## src/rtl/core/pli_pkg.sv

```systemverilog
// Package for the positional list engine: operation and status codes,
// shared widths, and the structs that run along the row of list cells.
// No dependencies.
package pli_pkg;

    // Fixed widths of the item fields.
    localparam int KIND_W   = 3;
    localparam int POS_W    = 7;
    localparam int VALUE_W  = 32;
    localparam int STATUS_W = 2;
    localparam int FOUND_W  = 6;
    localparam int COUNT_W  = 7;

    // Widest position or count needed inside the row (up to 1024 entries).
    localparam int CNT_MAX_W = 11;

    // Operation codes.
    localparam logic [KIND_W-1:0] KIND_INSERT = 3'd0;
    localparam logic [KIND_W-1:0] KIND_REMOVE = 3'd1;
    localparam logic [KIND_W-1:0] KIND_SEARCH = 3'd2;
    localparam logic [KIND_W-1:0] KIND_VISIT  = 3'd3;
    localparam logic [KIND_W-1:0] KIND_CLEAR  = 3'd4;

    // Result status codes.
    localparam logic [STATUS_W-1:0] STAT_OK       = 2'd0;
    localparam logic [STATUS_W-1:0] STAT_FULL     = 2'd1;
    localparam logic [STATUS_W-1:0] STAT_RANGE    = 2'd2;
    localparam logic [STATUS_W-1:0] STAT_NOTFOUND = 2'd3;

    // Control broadcast to every cell of the row.
    typedef struct packed {
        logic                 ins_en;
        logic                 rem_en;
        logic                 search;
        logic [CNT_MAX_W-1:0] pos;
        logic [CNT_MAX_W-1:0] count;
    } t_cell_ctl;

    // Scan token passed from one cell to the next.
    typedef struct packed {
        logic                 valid;
        logic                 done;
        logic [CNT_MAX_W-1:0] found;
    } t_tok;

endpackage

```

## src/rtl/core/pli_cell.sv

```systemverilog
// One cell of the list row: holds one entry, shifts with its neighbors on
// insert and remove, and checks the passing scan token for search and visit.
// Depends on pli_pkg.
module pli_cell #(
    parameter int DATA_WIDTH = 32,
    parameter int INDEX      = 0
) (
    input  logic                   i_clk,
    input  logic                   i_rst_n,
    input  pli_pkg::t_cell_ctl     i_ctl,
    input  logic [DATA_WIDTH-1:0]  i_key,
    input  logic [DATA_WIDTH-1:0]  i_prev_data,
    input  logic [DATA_WIDTH-1:0]  i_next_data,
    output logic [DATA_WIDTH-1:0]  o_data,
    input  pli_pkg::t_tok          i_tok,
    input  logic [DATA_WIDTH-1:0]  i_tok_data,
    output pli_pkg::t_tok          o_tok,
    output logic [DATA_WIDTH-1:0]  o_tok_data
);

    localparam logic [pli_pkg::CNT_MAX_W-1:0] IDX = pli_pkg::CNT_MAX_W'(INDEX);

    logic [DATA_WIDTH-1:0] r_data;
    logic [DATA_WIDTH-1:0] n_data;
    pli_pkg::t_tok         r_tok;
    pli_pkg::t_tok         n_tok;
    logic [DATA_WIDTH-1:0] r_tok_data;
    logic [DATA_WIDTH-1:0] n_tok_data;
    logic                  hit;

    always_comb begin
        n_data = r_data;
        if (i_ctl.ins_en && (IDX > i_ctl.pos)) begin
            n_data = i_prev_data;
        end else if (i_ctl.ins_en && (IDX == i_ctl.pos)) begin
            n_data = i_key;
        end else if (i_ctl.rem_en && (IDX >= i_ctl.pos)) begin
            n_data = i_next_data;
        end
    end

    // The first live cell that matches claims the token; later cells pass it on.
    always_comb begin
        if (i_ctl.search) begin
            hit = i_tok.valid && !i_tok.done && (IDX < i_ctl.count) && (r_data == i_key);
        end else begin
            hit = i_tok.valid && !i_tok.done && (IDX == i_ctl.pos);
        end
        n_tok       = i_tok;
        n_tok_data  = i_tok_data;
        if (hit) begin
            n_tok.done  = 1'b1;
            n_tok.found = IDX;
            n_tok_data  = r_data;
        end
    end

    always_ff @(posedge i_clk) begin
        r_data     <= n_data;
        r_tok_data <= n_tok_data;
    end

    always_ff @(posedge i_clk) begin
        if (!i_rst_n) begin
            r_tok <= '0;
        end else begin
            r_tok <= n_tok;
        end
    end

    assign o_data     = r_data;
    assign o_tok      = r_tok;
    assign o_tok_data = r_tok_data;

endmodule

```

## config.mk

```make
export PLATFORM = sky130hd
export DESIGN_NAME = pli_cell
export DESIGN_NICKNAME = d
export VERILOG_FILES = /design/src/rtl/core/pli_pkg.sv /design/src/rtl/core/pli_cell.sv
export SDC_FILE = /design/constraint.sdc
export NUM_CORES = 1
export LEC_CHECK = 0
export BUFFER_PORTS_ARGS = -buffer_cell sky130_fd_sc_hd__buf_2
export CAP_MARGIN = 40
export CORE_ASPECT_RATIO = 1.1
export CORE_MARGIN = 4
export CORE_UTILIZATION = 43
export CTS_CLUSTER_SIZE = 16
export DETAILED_ROUTE_END_ITERATION = 8
export HOLD_SLACK_MARGIN = 0.03
export PLACE_DENSITY = 0.85
export SLEW_MARGIN = 30
export SYNTH_ARGS = -nofsm -noshare
export SYNTH_HDL_FRONTEND = slang
export SYNTH_SLANG_ARGS = --single-unit
export TNS_END_PERCENT = 5
```

## constraint.sdc

```tcl
create_clock -name i_clk -period 3.8 [get_ports i_clk]
set_input_delay 0.19 -clock i_clk [delete_from_list [all_inputs] [get_ports i_clk]]
set_output_delay 0.19 -clock i_clk [all_outputs]
set_load 0.02 [all_outputs]
```

==> out/metrics.yaml, run 1 <==
drt_iter0_markers: 41
worst_pin_slew_ns: 0.4632
root_buffer: "clkbuf_8"
gr-total-overflow: 0
cp_max_fo: 35
synth.avg_cell_area_um2: 13.83
netlist_area_um2: 3251
cts_tree: "done"
yosys-top-cells-count: "60 x mux2_2, 45 x dfxtp_1, 32 x edfxtp_1"
dieHeight_um: 99.19
pre_cts_ws_ns: 1.009
die_area_um2: 9016
core_um2: 7167
drv_cap: 0
first_pass_iters: 4
ant_nets: 0
fp-row-count: 32
seq_area_frac_synth_pct: 57.27
leakage_nw: 2.142
grt_pass1_vias: 2914
fin_skew_ns: 0.01230
max_freq_ghz: 0.3652
clock_latency_ns: 0.33
viasPerCell: 4.938
hold_violations: 0
cp-end-kind: "register"
setup_slack_ns: 1.062
htree_levels: 3
rsz0062_at_grt: "false"
grt_pass1_wl_mm: 13.58
criticalPathCategory: "register to register"
antenna_cells: 0
ys_top_cells_by_area: "edfxtp_1 30%, dfxtp_1 28%, mux2_2 21%"
ys_seq_elements: 77
arrival_ns: 2.97
clockBufferDepth: 2
cp.required_ns: 4.03
syn_nets: 403
wl_per_cell_um: 16.48
synth_top_area_share_pct: 29.56
timing.final.crit_share_pct: 72.05
ys.flop_type: "dfxtp_1"
clk_pin_slew_ns: 0.08
layout_min_cycle_time_ns: 2.738
synth_cells: 235
cts_sinks: 77
drive_gt1_share_pct: 66.23
peakVddDrop_mv: 0.2269
numCtsBuffers: 9
nets: 622
cts_hold_buf: 0
yosysWarnings: 0
setup_tns_ns: 0
area_delta_synth_final_pct: 43.23
yosysMostFrequentCell: "mux2_2"
run_status: "finished, final reports clean"
finalSetupViolations: 0
drc: 0
gp_routability_congestion: 0.7633
num_vias: 2686
pwr_density_cell_nw_per_um2: 378.3
hold_slack_ns: 0.06104
synth_edf_count: 32
postCtsSetupBuffers: 0
portBuffers: 212
yosys.area.top_type: "edfxtp_1"
slew_headroom_pct: 69.12
start_util_pct: 45.36
antenna_found_initial: 0
synth.distinct_cells: 30
die_width_um: 90.90
startpoint_type: "register"
cts_resized: 0
hold_class: "input pin to register"
hpwl_mm: 7.301
synthArstFlopShare_pct: 0
grt_start_max_net_pins: 36
drv_slew: 0
drt_wl_total_mm: 8.966
io-pin-count: 245
track_usage_pct: 19.13
nFillCells: 558
## path summary, 6_finish.rpt
kind / end / slack (ns) / cells after the start / from
max: o_tok_data[31] / 1.06 / 7 / o_data[25]
min: o_tok_data[27] / 0.06 / 2 / i_tok_data[27]
max reg2reg: o_tok_data[31] / 1.06 / 7 / o_data[25]
min reg2reg: o_tok_data[27] / 0.54 / 1 / o_data[27]
## worst max-delay path, cell delays in order, from the launching register on
cell and delay [ns]:
edfxtp_1 0.38, and2b_2 0.24, a2111o_1 0.39, nor4_1 0.28
nand4_1 0.24, a211oi_4 0.32, buf_4 0.39, mux2_2 0.39
## state kept, by name, summed over array words and instances (netlist names)
register	cells
o_tok	13
o_data	32
o_tok_data	32
## through the flow
stage	instances	power, mW	utilization (%)	area [µm²]
2_1_floorplan	235	0.9962	-	3251
3_3_place_gp	527	1.098	61.31	4394
3_5_place_dp	528	1.107	61.70	4422
4_1_cts	544	1.779	64.96	4656
5_1_grt	544	1.836	64.96	4656
6_report	544	1.761	64.96	4656
## layer usage
| layer | routed length (µm) | track usage [%] | share of wire (%) |
|---|---|---|---|
| met3 | 738 | 6.127 | 8.2 |
| met2 | 4998 | 39.08 | 56 |
| met5 | 0 | 0 | 0 |
| met1 | 3157 | 18.30 | 35 |
| met4 | 72 | 4.524 | 0.80 |
## kinds of logic after synthesis
logic type	Yosys count	synth area share, %
AOI/OAI and AO/OA	10	2.733
muxes	62	21.48
buffers and inverters	16	2.579
and+or+nand+nor	46	9.469
xor gates and xnor gates	24	6.466
DFF	77	57.27
## report_power, final
part | internal [mW] | switching, mW | total [mW] | leakage (nW)
clock | 0.378 | 0.298 | 0.676 | 0.118
combinational | 0.105 | 0.0905 | 0.196 | 1.36
sequential | 0.884 | 0.00551 | 0.890 | 0.666
## area by class of cell
cell class	count	area (µm²)	area share, %
Tap cell	85	106.4	2.284
Clock inverter	2	17.52	0.3762
Inverter	8	30.03	0.6450
Timing Repair Buffer	216	1111	23.86
Sequential cell	77	1862	39.99
Multi-Input combinational cell	142	1313	28.19
Clock buffer	14	216.5	4.649
## placed cells by master (no fill, tap or decap), types with 2 or more instances in the layout
cell type	netlist	routed
xor2_1	12	12
nor2b_1	5	5
nand2_1	3	3
clkbuf_8	0	10
xnor2_1	12	12
o221ai_1	2	2
nand4_1	4	4
nor2_1	4	3
mux2_1	2	2
nand2b_1	2	2
buf_4	0	3
nor4_1	8	8
and3b_2	10	10
nor3_1	3	3
clkbuf_16	0	3
edfxtp_1	32	32
dfxtp_1	45	45
o21ai_0	2	2
clkinv_4	0	2
a2111o_1	2	2
nand3_1	3	3
buf_2	0	212
inv_1	8	8
mux2_2	60	60
(Power assumes the default switching activity.)
==> inputs of run 2 (changes only) <==
--- a/config.mk
+++ b/config.mk
@@ -9,11 +9,11 @@
 export CAP_MARGIN = 40
 export CORE_ASPECT_RATIO = 1.1
 export CORE_MARGIN = 4
-export CORE_UTILIZATION = 43
+export CORE_UTILIZATION = 40
 export CTS_CLUSTER_SIZE = 16
 export DETAILED_ROUTE_END_ITERATION = 8
 export HOLD_SLACK_MARGIN = 0.03
-export PLACE_DENSITY = 0.85
+export PLACE_DENSITY = 0.8
 export SLEW_MARGIN = 30
 export SYNTH_ARGS = -nofsm -noshare
 export SYNTH_HDL_FRONTEND = slang
==> constraint.sdc (replaced) <==
create_clock -name i_clk -period 2.7 [get_ports i_clk]
set_input_delay 0.135 -clock i_clk [delete_from_list [all_inputs] [get_ports i_clk]]
set_output_delay 0.135 -clock i_clk [all_outputs]
set_load 0.02 [all_outputs]
==> run 2 against run 1 <==
Compared with the run above:
- global-route usage increased by 1.6 points
- setup slack lost 0.89 ns
- via count increased by 6.8%
- critical path depth unchanged
- sequential power increased by 40%
- clock power rose by 44%
- cell area up 8.6%
- count of clock-buffer cells in the layout is the same
- power is 45% higher
- core utilization is 1.0 points lower
- combinational power up 62%
- largest power group unchanged
==> out/metrics.yaml, run 2 (synthesis gave the netlist of run 1 again) <==
max_freq_ghz: 0.3955
crit_chain: "and2b_2, a2111o_1, nor4_1, nand4_1, a211oi_4, buf_12, mux2_2"
drv_cap: 0
startpoint_type: "register"
numCtsBuffers: 9
pwr_density_cell_nw_per_um2: 503.7
cp_max_fo: 22
cpPeakStageDelay_ns: 0.40
slew_headroom_pct: 62.20
drive_gt1_share_pct: 61.97
clockBufferDepth: 2
register_area_um2: 1862
p_switching_mw: 0.5622
core_um2: 7913
criticalPathCategory: "register to register"
clkPwrFrac_pct: 38.3
crit_family: "compound AO/OA/AOI/OAI gates"
finalSetupViolations: 0
root_buffer: "clkbuf_8"
drc: 0
multi_input_area_um2: 1313
pre_cts_ws_ns: 0.1175
die_width_um: 93.95
fin_total_pwr_mw: 2.548
ant_nets: 0
p_int_mw: 1.985
peakVddDrop_mv: 0.2650
leakage_nw: 2.299
wl_per_cell_um: 16.65
drt_iter0_markers: 49
nFillCells: 649
hold_class: "input pin to register"
final_util_pct: 63.92
final_cell_mix: "212 x buf_2, 60 x mux2_2, 45 x dfxtp_1"
cts_sinks: 77
holdPathEnd: "o_tok[4]"
cts_resized: 0
setup_tns_ns: 0
final_common_cell: "buf_2"
cp-end-kind: "register"
first_pass_iters: 4
p_sw_share_pct: 22.07
io-pin-count: 245
drt_wl_total_mm: 10.07
die_area_um2: 9634
grt_pass1_vias: 3105
min_from: "i_tok[4]"
critPathLaunch: "o_data[25]"
grt_pass1_wl_mm: 15.11
run_status: "finished, final reports clean"
drv_slew: 0
gr-total-overflow: 0
start_util_pct: 41.08
setup_slack_ns: 0.1719
r2r_cells: 7
cts_tree: "done"
htree_levels: 3
timing.final.crit_share_pct: 93.63
clock_latency_ns: 0.34
dieHeight_um: 102.5
portBuffers: 212
hold_violations: 0
arrival_ns: 2.76
fin_skew_ns: 0.01527
r2r_slack_ns: 0.17
p_seq_share_pct: 49.2
critPathBufInv: 1
cp.required_ns: 2.93
hpwl_mm: 7.815
crit-reg2reg-launch: "o_data[25]"
area_delta_synth_final_pct: 55.58
timing.rr.end: "o_tok_data[23]"
crit_slowest_cell: "a2111o_1"
rsz0062_at_grt: "false"
clk_pin_slew_ns: 0.08
nets: 660
track_usage_pct: 20.74
num_vias: 2869
worst_pin_slew_ns: 0.5618
holdPathStages: 2
antenna_found_initial: 1
fp-row-count: 34
p_comb_share_pct: 12.5
viasPerCell: 4.742
antenna_cells: 0
grt_start_max_net_pins: 23
layout_min_cycle_time_ns: 2.528
gp_routability_congestion: 0.7930
==> run 2: cell count changes in the layout (fill, tap and decap cells not counted), moves of 2 or more <==
cell,previous run,this run
clkbuf_8,10,12
clkinv_4,2,0
dlygate4sd3_1,0,34
buf_12,0,2
buf_4,3,6
clkbuf_16,3,1
==> run 2: stage by stage <==
stage,hold slack (ns),instances,cell area (µm²)
CTS,0.03011,605,5057
global placement,0.3416,555,4486
global route,0.03744,605,5057
finish,0.04930,605,5057
floorplan,0.2588,235,3251
detailed placement,0.3474,555,4486
==> run 2: power groups by stage <==
stage	registers [mW]	clock network (mW)	logic, mW
global route	1.26	1.04	0.346
detailed placement	1.28	0	0.279
finish	1.25	0.976	0.318
floorplan	1.33	0	0.0748
global placement	1.28	0	0.271
CTS	1.25	0.995	0.318
==> run 2: worst max-delay path by stage <==
stage                          end  slack (ns)  depth (start not counted)
global route         o_tok_data[6]       0.002                          7
floorplan           o_tok_data[10]        0.14                          7
detailed placement  o_tok_data[12]        0.12                          7
global placement     o_tok_data[0]        0.15                          7
finish              o_tok_data[23]        0.17                          7
CTS                 o_tok_data[12]        0.10                          7
==> run 2: area by class of cell <==
cell class | instances | area share (%)
multi-input cells | 142 | 25.95
well taps | 108 | 2.672
repair buffers | 254 | 29.39
clock inverters | 2 | 0.7422
flip-flops and latches | 77 | 36.81
clock buffers | 14 | 3.835
inverters | 8 | 0.5938
==> run 2: repair_timing <==
item | 4_1_cts | 5_1_grt
buffers inserted | 0 | 0
endpoints found under the hold margin | 34 | 0
setup endpoints to repair | 0 | 25
hold buffers | 34 | 0
==> run 2: metal layers <==
layer  routed length, µm  vias to the layer above  track usage, %
li1                    -                     1371               -
met1                3661                     1339           22.24
met2                5418                      137           39.00
met3                 772                       20           4.964
met4                 202                        2           8.444
met5                  19                        -               0
